## config.mk

```make
export PLATFORM = sky130hd
export DESIGN_NAME = char_lcd_write_sequencer
export DESIGN_NICKNAME = d
export VERILOG_FILES = /design/src/design/lcdws_pkg.sv /design/src/design/char_lcd_write_sequencer.sv /design/src/design/lcdws_entry_queue.sv /design/src/design/lcdws_result_fifo.sv
export SDC_FILE = /design/constraint.sdc
export NUM_CORES = 1
export LEC_CHECK = 0
export BUFFER_PORTS_ARGS = -buffer_cell sky130_fd_sc_hd__buf_2
export CAP_MARGIN = 10
export CORE_UTILIZATION = 55
export CTS_CLUSTER_SIZE = 28
export DETAILED_ROUTE_END_ITERATION = 12
export PLACE_DENSITY = 0.81
export SYNTH_ARGS = -nofsm -noshare
export SYNTH_HDL_FRONTEND = slang
export SYNTH_SLANG_ARGS = --single-unit
```

## constraint.sdc

```tcl
create_clock -name clk -period 3.4 [get_ports clk]
set_input_delay 0.51 -clock clk [delete_from_list [all_inputs] [get_ports clk]]
set_output_delay 0.51 -clock clk [all_outputs]
set_load 0.01 [all_outputs]
```

## src/design/lcdws_pkg.sv

```systemverilog
// ----------------------------------------------------------------------------
// lcdws_pkg
// Shared types and constants for the character LCD write sequencer.
// ----------------------------------------------------------------------------
package lcdws_pkg;

    localparam int WAIT_W = 13;
    localparam int BYTE_W = 8;
    localparam int KIND_W = 3;

    // Input function codes
    typedef enum logic [1:0] {
        FUNC_TICK  = 2'd0,
        FUNC_PUSH  = 2'd1,
        FUNC_CLEAR = 2'd2
    } func_e_t;

    // Queue entry kinds
    typedef enum logic [KIND_W-1:0] {
        KIND_DELAY       = 3'd0,
        KIND_INIT30_SLOW = 3'd1,
        KIND_INIT30      = 3'd2,
        KIND_INIT20      = 3'd3,
        KIND_COMMAND     = 3'd4,
        KIND_DATA        = 3'd5
    } entry_kind_e_t;

    // Result kinds
    typedef enum logic [1:0] {
        RK_ACCEPT  = 2'd0,
        RK_FULL    = 2'd1,
        RK_STROBE  = 2'd2,
        RK_CLEARED = 2'd3
    } result_kind_e_t;

    // Base execution times in microseconds; the wait is d + d/8 + 1
    localparam int D_DELAY     = 4000;
    localparam int D_INIT_SLOW = 4100;
    localparam int D_INIT      = 100;
    localparam int D_DATA      = 41;
    localparam int D_CMD       = 37;
    localparam int D_CMD_HOME  = 1520;
    localparam int D_NONE      = 0;

    localparam logic [WAIT_W-1:0] WAIT_DELAY     = WAIT_W'(D_DELAY + D_DELAY / 8 + 1);
    localparam logic [WAIT_W-1:0] WAIT_INIT_SLOW =
        WAIT_W'(D_INIT_SLOW + D_INIT_SLOW / 8 + 1);
    localparam logic [WAIT_W-1:0] WAIT_INIT      = WAIT_W'(D_INIT + D_INIT / 8 + 1);
    localparam logic [WAIT_W-1:0] WAIT_DATA      = WAIT_W'(D_DATA + D_DATA / 8 + 1);
    localparam logic [WAIT_W-1:0] WAIT_CMD       = WAIT_W'(D_CMD + D_CMD / 8 + 1);
    localparam logic [WAIT_W-1:0] WAIT_CMD_HOME  =
        WAIT_W'(D_CMD_HOME + D_CMD_HOME / 8 + 1);
    localparam logic [WAIT_W-1:0] WAIT_NONE      = WAIT_W'(D_NONE + D_NONE / 8 + 1);

    // Upper-nibble patterns of the init entries
    localparam logic [3:0] NIBBLE_INIT30 = 4'h3;
    localparam logic [3:0] NIBBLE_INIT20 = 4'h2;

    typedef struct packed {
        logic [KIND_W-1:0] kind;
        logic [BYTE_W-1:0] data;
    } entry_t;

    typedef struct packed {
        logic push;
        logic pop;
        logic clear;
    } queue_ctrl_t;

    typedef struct packed {
        logic full;
        logic empty;
    } queue_status_t;

    typedef struct packed {
        result_kind_e_t    kind;
        logic              reg_select;
        logic [BYTE_W-1:0] bus_value;
        logic              last;
        logic [WAIT_W-1:0] wait_us;
    } result_t;

    typedef struct packed {
        logic    en0;
        logic    en1;
        result_t res0;
        result_t res1;
    } result_wr_t;

endpackage

```

## src/design/char_lcd_write_sequencer.sv

```systemverilog
// ----------------------------------------------------------------------------
// char_lcd_write_sequencer
// Queued write sequencer for a character LCD: entry queue, wait timer and
// enable-strobe generation in 8-bit or 4-bit bus mode.
// ----------------------------------------------------------------------------
// Path: an input word is taken into the input register; its result words are
// written into the result buffer from there and are then valid on the master side.
// Throughput: one input word per cycle while the four-word result buffer holds
// at most two words, as an input word can cause up to two (the two strobes of a
// 4-bit mode byte); master-side stalls and back-to-back strobes can fill it.
// Reset: queue pointers, wait timer, bus levels and bus mode clear at once;
// the queue storage is not cleared and needs no sweep.
// ----------------------------------------------------------------------------
module char_lcd_write_sequencer
    import lcdws_pkg::*;
#(
    parameter int QUEUE_DEPTH = 32
)
(
    input  logic        clk,
    input  logic        rst_n,

    // Bus mode register
    input  logic        cfg_we,
    input  logic        cfg_wdata,      // four_bit_mode

    // Input words
    input  logic        s_tvalid,
    output logic        s_tready,
    input  logic [7:0]  s_tdata,        // [7:0] entry_byte
    input  logic [4:0]  s_tuser,        // [1:0] func, [4:2] entry_kind

    // Result words
    output logic        m_tvalid,
    input  logic        m_tready,
    output logic [23:0] m_tdata,        // [0] reg_select, [8:1] bus_value,
                                        // [21:9] wait_us, [23:22] zero
    output logic [1:0]  m_tuser,        // [1:0] result_kind
    output logic        m_tlast         // last
);

    // ------------------------------------------------------------------
    // Input register: holds one word until the result buffer has room for
    // the up to two words it can cause.
    // ------------------------------------------------------------------
    logic              in_valid_reg;
    func_e_t           in_func_reg;
    logic [KIND_W-1:0] in_kind_reg;
    logic [BYTE_W-1:0] in_byte_reg;

    logic              mode_reg;
    logic [WAIT_W-1:0] wait_reg, wait_next;
    logic [BYTE_W-1:0] bus_reg, bus_next;

    queue_ctrl_t       q_ctrl;
    queue_status_t     q_status;
    entry_t            q_push_entry;
    entry_t            q_head;

    result_wr_t        res_wr;
    result_t           out_result;
    logic              room2;
    logic              fire;

    logic              strobe_rs;
    logic [WAIT_W-1:0] strobe_wait;
    logic [3:0]        init_nibble;

    assign fire     = in_valid_reg && room2;
    assign s_tready = !in_valid_reg || room2;

    always_ff @(posedge clk or negedge rst_n)
    begin
        if (!rst_n)
        begin
            in_valid_reg <= 1'b0;
        end
        else if (s_tready)
        begin
            in_valid_reg <= s_tvalid;
        end
    end

    always_ff @(posedge clk)
    begin
        if (s_tvalid && s_tready)
        begin
            in_func_reg <= func_e_t'(s_tuser[1:0]);
            in_kind_reg <= s_tuser[4:2];
            in_byte_reg <= s_tdata;
        end
    end

    // Bus mode: the user must write it only while the block is idle; the block does not enforce this
    always_ff @(posedge clk or negedge rst_n)
    begin
        if (!rst_n)
        begin
            mode_reg <= 1'b0;
        end
        else if (cfg_we)
        begin
            mode_reg <= cfg_wdata;
        end
    end

    // ------------------------------------------------------------------
    // Entry queue
    // ------------------------------------------------------------------
    assign q_push_entry.kind = in_kind_reg;
    assign q_push_entry.data = in_byte_reg;

    lcdws_entry_queue #(
        .QUEUE_DEPTH (QUEUE_DEPTH)
    ) u_queue (
        .clk        (clk),
        .rst_n      (rst_n),
        .ctrl       (q_ctrl),
        .push_entry (q_push_entry),
        .status     (q_status),
        .head_entry (q_head)
    );

    // ------------------------------------------------------------------
    // Wait time and register select of a command or data entry.
    // Clear-display and return-home commands (only bits 1..0 set) run long.
    // ------------------------------------------------------------------
    always_comb
    begin
        strobe_rs = (q_head.kind == KIND_DATA);
        if (strobe_rs)
        begin
            strobe_wait = WAIT_DATA;
        end
        else if (q_head.data[7:2] != '0)
        begin
            strobe_wait = WAIT_CMD;
        end
        else if (q_head.data[1:0] != '0)
        begin
            strobe_wait = WAIT_CMD_HOME;
        end
        else
        begin
            strobe_wait = WAIT_CMD;
        end
        init_nibble = (q_head.kind == KIND_INIT20) ? NIBBLE_INIT20 : NIBBLE_INIT30;
    end

    // ------------------------------------------------------------------
    // Sequencing: decode the held word against the timer and queue head,
    // update state and emit result words.
    // ------------------------------------------------------------------
    always_comb
    begin
        q_ctrl    = '0;
        wait_next = wait_reg;
        bus_next  = bus_reg;
        res_wr    = '0;
        res_wr.res0.kind = RK_ACCEPT;
        res_wr.res1.kind = RK_STROBE;
        if (fire)
        begin
            unique case (in_func_reg)
                FUNC_PUSH:
                begin
                    res_wr.en0       = 1'b1;
                    res_wr.res0.last = 1'b1;
                    if (q_status.full)
                    begin
                        res_wr.res0.kind = RK_FULL;
                    end
                    else
                    begin
                        q_ctrl.push      = 1'b1;
                        res_wr.res0.kind = RK_ACCEPT;
                    end
                end
                FUNC_CLEAR:
                begin
                    q_ctrl.clear     = 1'b1;
                    wait_next        = '0;
                    res_wr.en0       = 1'b1;
                    res_wr.res0.kind = RK_CLEARED;
                    res_wr.res0.last = 1'b1;
                end
                FUNC_TICK:
                begin
                    if (wait_reg != '0)
                    begin
                        // count the pending wait down
                        wait_next = wait_reg - 1'b1;
                    end
                    else if (!q_status.empty)
                    begin
                        q_ctrl.pop = 1'b1;
                        unique case (q_head.kind) inside
                            KIND_DELAY:
                            begin
                                wait_next = WAIT_DELAY;
                            end
                            KIND_INIT30_SLOW, KIND_INIT30, KIND_INIT20:
                            begin
                                // drive lines 7..4 only, keep 3..0
                                bus_next  = {init_nibble, bus_reg[3:0]};
                                wait_next = (q_head.kind == KIND_INIT30_SLOW)
                                            ? WAIT_INIT_SLOW : WAIT_INIT;
                                res_wr.en0             = 1'b1;
                                res_wr.res0.kind       = RK_STROBE;
                                res_wr.res0.bus_value  = bus_next;
                                res_wr.res0.last       = 1'b1;
                                res_wr.res0.wait_us    = wait_next;
                            end
                            KIND_COMMAND, KIND_DATA:
                            begin
                                wait_next              = strobe_wait;
                                res_wr.en0             = 1'b1;
                                res_wr.res0.kind       = RK_STROBE;
                                res_wr.res0.reg_select = strobe_rs;
                                if (mode_reg)
                                begin
                                    // high nibble, then low nibble on lines 7..4
                                    res_wr.res0.bus_value  =
                                        {q_head.data[7:4], bus_reg[3:0]};
                                    res_wr.en1             = 1'b1;
                                    res_wr.res1.kind       = RK_STROBE;
                                    res_wr.res1.reg_select = strobe_rs;
                                    res_wr.res1.bus_value  =
                                        {q_head.data[3:0], bus_reg[3:0]};
                                    res_wr.res1.last       = 1'b1;
                                    res_wr.res1.wait_us    = strobe_wait;
                                    bus_next               = res_wr.res1.bus_value;
                                end
                                else
                                begin
                                    bus_next              = q_head.data;
                                    res_wr.res0.bus_value = q_head.data;
                                    res_wr.res0.last      = 1'b1;
                                    res_wr.res0.wait_us   = strobe_wait;
                                end
                            end
                            default:
                            begin
                                // undefined kinds act as a delay with d = 0, i.e. a wait of WAIT_NONE = 1
                                wait_next = WAIT_NONE;
                            end
                        endcase
                    end
                end
                default:
                begin
                    // unused function code: drop the word
                end
            endcase
        end
    end

    always_ff @(posedge clk or negedge rst_n)
    begin
        if (!rst_n)
        begin
            wait_reg <= '0;
            bus_reg  <= '0;
        end
        else
        begin
            wait_reg <= wait_next;
            bus_reg  <= bus_next;
        end
    end

    // ------------------------------------------------------------------
    // Result buffer and master-side packing
    // ------------------------------------------------------------------
    lcdws_result_fifo u_result_fifo (
        .clk        (clk),
        .rst_n      (rst_n),
        .wr         (res_wr),
        .room2      (room2),
        .out_valid  (m_tvalid),
        .out_ready  (m_tready),
        .out_result (out_result)
    );

    assign m_tdata = {2'b00, out_result.wait_us, out_result.bus_value,
                      out_result.reg_select};
    assign m_tuser = out_result.kind;
    assign m_tlast = out_result.last;

endmodule

```

## src/design/lcdws_entry_queue.sv

```systemverilog
// ----------------------------------------------------------------------------
// lcdws_entry_queue
// Circular entry queue with a registered read of the current head entry.
// ----------------------------------------------------------------------------
module lcdws_entry_queue
    import lcdws_pkg::*;
#(
    parameter int QUEUE_DEPTH = 32
)
(
    input  logic          clk,
    input  logic          rst_n,
    input  queue_ctrl_t   ctrl,
    input  entry_t        push_entry,
    output queue_status_t status,
    output entry_t        head_entry
);

    localparam int IDX_W = $clog2(QUEUE_DEPTH);
    localparam int CNT_W = $clog2(QUEUE_DEPTH + 1);
    localparam logic [IDX_W-1:0] LAST_IDX = IDX_W'(QUEUE_DEPTH - 1);
    localparam logic [CNT_W-1:0] FULL_CNT = CNT_W'(QUEUE_DEPTH);

    entry_t           mem [QUEUE_DEPTH];
    logic [IDX_W-1:0] head_reg, head_next;
    logic [IDX_W-1:0] tail_reg, tail_next;
    logic [CNT_W-1:0] count_reg, count_next;
    entry_t           head_data_reg;

    always_comb
    begin
        head_next  = head_reg;
        tail_next  = tail_reg;
        count_next = count_reg;
        if (ctrl.clear)
        begin
            head_next  = '0;
            tail_next  = '0;
            count_next = '0;
        end
        else if (ctrl.push)
        begin
            tail_next  = (tail_reg == LAST_IDX) ? '0 : tail_reg + 1'b1;
            count_next = count_reg + 1'b1;
        end
        else if (ctrl.pop)
        begin
            head_next  = (head_reg == LAST_IDX) ? '0 : head_reg + 1'b1;
            count_next = count_reg - 1'b1;
        end
    end

    always_ff @(posedge clk or negedge rst_n)
    begin
        if (!rst_n)
        begin
            head_reg  <= '0;
            tail_reg  <= '0;
            count_reg <= '0;
        end
        else
        begin
            head_reg  <= head_next;
            tail_reg  <= tail_next;
            count_reg <= count_next;
        end
    end

    always_ff @(posedge clk)
    begin
        if (ctrl.push)
        begin
            mem[tail_reg] <= push_entry;
        end
    end

    // Follow the head each cycle; forward a write that lands on it
    always_ff @(posedge clk)
    begin
        if (ctrl.push && (tail_reg == head_next))
        begin
            head_data_reg <= push_entry;
        end
        else
        begin
            head_data_reg <= mem[head_next];
        end
    end

    assign status.full  = (count_reg == FULL_CNT);
    assign status.empty = (count_reg == '0);
    assign head_entry   = head_data_reg;

endmodule

```

## src/design/lcdws_result_fifo.sv

```systemverilog
// ----------------------------------------------------------------------------
// lcdws_result_fifo
// Four-entry result buffer taking up to two words per cycle.
// ----------------------------------------------------------------------------
module lcdws_result_fifo
    import lcdws_pkg::*;
(
    input  logic       clk,
    input  logic       rst_n,
    input  result_wr_t wr,
    output logic       room2,
    output logic       out_valid,
    input  logic       out_ready,
    output result_t    out_result
);

    result_t    buf_mem [4];
    logic [1:0] rd_ptr_reg, rd_ptr_next;
    logic [1:0] wr_ptr_reg, wr_ptr_next;
    logic [2:0] count_reg, count_next;
    logic       pop;
    logic [1:0] n_wr;

    assign pop  = out_valid && out_ready;
    assign n_wr = {1'b0, wr.en0} + {1'b0, wr.en1};

    always_comb
    begin
        rd_ptr_next = rd_ptr_reg + {1'b0, pop};
        wr_ptr_next = wr_ptr_reg + n_wr;
        count_next  = count_reg + {1'b0, n_wr} - {2'b00, pop};
    end

    always_ff @(posedge clk or negedge rst_n)
    begin
        if (!rst_n)
        begin
            rd_ptr_reg <= '0;
            wr_ptr_reg <= '0;
            count_reg  <= '0;
        end
        else
        begin
            rd_ptr_reg <= rd_ptr_next;
            wr_ptr_reg <= wr_ptr_next;
            count_reg  <= count_next;
        end
    end

    always_ff @(posedge clk)
    begin
        if (wr.en0)
        begin
            buf_mem[wr_ptr_reg] <= wr.res0;
        end
        if (wr.en1)
        begin
            buf_mem[wr_ptr_reg + 2'd1] <= wr.res1;
        end
    end

    assign room2      = (count_reg <= 3'd2);
    assign out_valid  = (count_reg != '0);
    assign out_result = buf_mem[rd_ptr_reg];

endmodule
```

* Yosys cells after proc, flatten, opt, wreduce, memory -nomap -nowiden *
Memory sizes are Yosys's and may differ from the RTL's. A register that Yosys moved wholly into a read port is not among the register bits.
Index checks and enable logic that the tools add are counted.

operators by class
  mux-type cells = 54
  magnitude comparators = 1
  add/subtract/negate cells = 11
  reductions and logical operators = 21
  equality and inequality tests = 11
  bitwise logic cells = 4

operators by type and width
  operator                                            number
  2-to-1 mux 52 bit                                   3
  2-to-1 mux 13 bit                                   5
  2-to-1 mux 23 bit                                   2
  one-hot mux 22 bit (2 select lines)                 1
  one-hot mux 13 bit (3 select lines)                 1
  2-to-1 mux 38 bit                                   1
  2-to-1 mux 5 bit                                    7
  one-hot mux 13 bit (2 select lines)                 1
  2-to-1 mux 1 bit                                    19
  2-to-1 mux 6 bit                                    3
  2-to-1 mux 14 bit                                   1
  nonzero test 13 bit                                 1
  subtractor 13 x 1 -> 13 bit, second input constant  1
  2-to-1 mux 11 bit                                   1
  adder 5 x 1 -> 5 bit, second input constant         2
  == test 5 bit, second input constant                2
  2-to-1 mux 9 bit                                    1
  2-to-1 mux 4 bit                                    2
  one-hot mux 4 bit (2 select lines)                  1
  AND reduction 7 bit                                 1
  adder 6 x 1 -> 6 bit, second input constant         1
  == test 3 x 2 -> 1 bit, second input constant       2
  == test 3 bit, second input constant                2
  == test 6 bit, second input constant                1
  30 further kinds                                    40

word-level totals
  flip-flop bits (word level) = 55
  bits in writable memories = 452
  memories = 2
  word-level logic and storage cells = 117

memories
  name                   words  width  rd ports  clocked after Yosys merged registers in  wr ports  RTL line                 source
  u_queue.mem            32     11     1         1                                        1         lcdws_entry_queue.sv:24  entry_t mem [QUEUE_DEPTH];
  u_result_fifo.buf_mem  4      25     1         0                                        2         lcdws_result_fifo.sv:17  result_t buf_mem [4];

* Logic depth before layout (Yosys ltp) *
  depth in word-level cells = 13
  depth in mapped cells = 17

* Modules after synthesis *
A second synthesis with hierarchy kept.

second synthesis, totals
  cell total of the unflattened synthesis = 1307
  area total of the unflattened synthesis = 22130.0 um2

by module, submodules not included
  module                    sequential area each (um2)  instances  cells each  area each (um2)
  lcdws_entry_queue         11070.6                     1          788         14747.9
  lcdws_result_fifo         3178.0                      1          280         5230.0
  char_lcd_write_sequencer  865.8                       1          239         2152.1

* Worst setup path after synthesis *
Ideal clock, no wire load.

  kind = flip-flop to flip-flop
  start point = register (tool-made name)
  end point = register u_result_fifo.count_reg[2]
  stages on the path, launching flop included = 17
  clock period less this slack = 3.532 ns
  library setup time = 0.123 ns
  data required time = 3.277 ns
  setup slack = -0.132 ns
  data arrival time = 3.410 ns
  path through = dfxtp_1 buf_6 buf_6 buf_6 mux2_2 o211ai_1 nor3_1 nor3_2 nand3_1 a21oi_1 nor2_1 ha_1 ha_1 inv_1 fa_1 xor2_1 xnor2_1

RTL lines
  item                  RTL line                 source
  to (signal assigned)  lcdws_result_fifo.sv:46  count_reg <= count_next;
  to (decl)             lcdws_result_fifo.sv:20  logic [2:0] count_reg, count_next;

==> impl_metrics.tcl <==
set metrics [dict create \
    grt_max_degree 43 \
    numCtsBuffers 48 \
    netlist_instances 1328 \
    vias 13171 \
    critPathKind "reg2reg" \
    die-width_um 197 \
    dpl_cell_area_um2 22400 \
    fmax_mhz 296 \
    dieArea_um2 38800 \
    worst_hold_path_type "in2async" \
    clock_latency_ps 570 \
    min_period_ps 3380 \
    layout_common_cells "429 x edfxtp_1, 135 x buf_4, 97 x nor2_1, 92 x mux2i_1, 68 x mux4_2" \
    drc 0 \
    path_clk_slew_ps 60 \
    fin_crit_sh_pct 99.4 \
    synthFlopType "edfxtp_1" \
    final_common_cell "edfxtp_1" \
    p_per_area_nw_per_um2 675 \
    wl_per_cell_um 25.0 \
    crit_path_max_incr_delay_ps 400 \
    grt_pass1_wl_um 75700 \
    core_um2 37500 \
    synthDistinctLibCells 70 \
    setup_viol 0 \
    clock_sinks 492 \
    grt_pass1_vias 12593 \
    ys_ff_latch 492 \
    rsz0062_at_grt "true" \
    ctsHtreeMaxLevel 2 \
    ant_nets 0 \
    gr-usage-all-layers_pct 26.3 \
    viasPerCell 6.42 \
    start_util_pct 55.7 \
    relSlewSlack_pct 21.3 \
    cap_violations 0 \
    cts_tree "built" \
    io_buffer_count 43 \
    worst_setup_path_end_kind "flip-flop" \
    synth_area_um2 20900 \
    final_max_slew_viol_count 0 \
    die_h_um 197 \
    setup.worst_path.start_class "flip-flop" \
    drtIter0Drc 1784 \
    synth_enable_flop_cells 429 \
    tightest_slew_ps 1180 \
    largest_reg_flops 352 \
    worst-endpoint-arrival_ps 3820 \
    clk_path_buf_depth 3 \
    cts-hold-fix-buffers 0 \
    final_area_um2 24300 \
    cp.required_ps 3840 \
    crit_fanout 10 \
    hold_violations 0 \
    drive_above_1_share_pct 24.1 \
    gr-total-overflow 0 \
    grt_antenna_before_repair 1 \
    areaGrowthSynthToFinish_pct 16.4 \
    ctsRootBufferMaster "clkbuf_16" \
    clock_skew_ps 16.8 \
    ir_drop_uv 354 \
    status "finished, final reports clean" \
    avgSynthCellArea_um2 15.7 \
    wl_um 51400 \
    drt_pass1_iterations 9 \
    fin_nets 1545 \
    cp_cell_sequence "buf_12, mux2i_1, a22oi_2, o21ai_1, a211oi_2, a211oi_2, buf_4, o21a_1, a21oi_4, nor2_1, ha_1, ha_1, inv_1, fa_2, xor2_2, xnor2_1" \
    gp_congestion 0.926 \
    async_flop_share_pct 8.54 \
    p_leak_uw 0.00834 \
    ys_seq_area_share_pct 68.7 \
    std_cell_rows 71 \
    ios 48 \
    diodes 0 \
    tns_ps 0 \
    dp_hpwl_um 32500 \
    cp_slowest_cell "fa_2" \
    yosysWarnings 0 \
]
-- cell usage after synthesis, drive strengths merged (10+ instances only) --
library cell | count | area share, %
mux4 | 68 | 7.3
buf | 40 | 1.3
a22o | 28 | 1.2
and3 | 11 | 0.33
nand3 | 21 | 0.50
a211oi | 11 | 0.47
o22ai | 24 | 0.72
dfrtp | 42 | 5.0
nor2b | 14 | 0.42
nor2 | 97 | 1.7
a22oi | 31 | 1.1
inv | 23 | 0.41
and2 | 13 | 0.39
o21ai | 48 | 1.2
a21oi | 54 | 1.3
nand2b | 10 | 0.30
nor3 | 18 | 0.48
mux2i | 93 | 4.5
dfxtp | 21 | 2.0
clkbuf | 30 | 0.54
nand2 | 63 | 1.1
edfxtp | 429 | 62
ha | 22 | 1.3
-- cell families after synthesis --
group / share of synthesized area (%)
multiplexers: 12.2
AND/OR/NAND/NOR: 6.73
other: 0.0180
adder cells (fa/ha/maj): 1.51
XOR/XNOR: 0.503
buffers and inverters: 2.28
AO/OA/AOI/OAI: 8.07
flip-flops: 68.7
-- final cells by class --
| class | count | area (µm²) |
|---|---|---|
| Clock inverter | 32 | 292 |
| Tap cell | 511 | 639 |
| Fill cell | 2471 | 13200 |
| Sequential cell | 492 | 14400 |
| Inverter | 24 | 90.1 |
| Clock buffer | 57 | 1280 |
| Multi-Input combinational cell | 745 | 6170 |
| Timing Repair Buffer | 191 | 1490 |
-- worst max-delay path: cells and delay by family (launching register included) --
kind / cells / cell delay (ps)
AO/OA/AOI/OAI: 6 / 1130
adder cells (fa/ha/maj): 3 / 870
flip-flops: 1 / 380
buffers and inverters: 3 / 380
XOR/XNOR: 2 / 290
multiplexers: 1 / 130
AND/OR/NAND/NOR: 1 / 60
-- what timing repair did --
action,in CTS,in global routing
setup buffers,1,19
cloned,1,1
pin swaps,3,5
setup endpoints to repair,1,12
resized for setup,2,20
-- report_power, final --
part	total, µW	internal [µW]	switching (µW)
logic	3390	1450	1940
registers	7760	7180	579
clock network	5260	3060	2200
-- routing by layer --
metal / up-vias / global-route usage [%] / share of wire [%]
met4: 0 / 9.24 / 3.4
met2: 918 / 41.3 / 47
met5: - / 0 / 0
met3: 133 / 4.38 / 11
met1: 6530 / 37.6 / 39
li1: 5590 / - / -
-- stage by stage --
step           utilization (%)  total power (µW)  hold WS (ps)  setup WS, ps  instances
5_1_grt                   64.9             17000           101         -86.9       2052
4_1_cts                   64.0             16300           102         -2.81       2029
2_1_floorplan                -              9840           214          36.7       1331
3_3_place_gp              59.7             10900           453           107       1938
6_report                  64.9             16400           103          21.9       2052
3_5_place_dp              59.7             11000           458          19.0       1938
-- worst paths after layout --
path,from,to,slack [ps],cells after the start
max,flip-flop,u_result_fifo.count_reg[2]$_DFF_PN0_,20,16
min,rst_n,bus_reg[1]$_DFFE_PN0P_,100,1
max reg2reg,flip-flop,u_result_fifo.count_reg[2]$_DFF_PN0_,20,16
min reg2reg,u_result_fifo.buf_mem[1][6]$_SDFFE_PP0N_,u_result_fifo.buf_mem[1][6]$_SDFFE_PP0N_,470,1
max in group asynchronous,rst_n,u_queue.count_reg[0]$_DFFE_PN0P_,2640,1
min in group clk,s_tdata[6],in_byte_reg[6]$_DFFE_PP_,110,1
No activity file was read; power rests on OpenSTA's default activity.
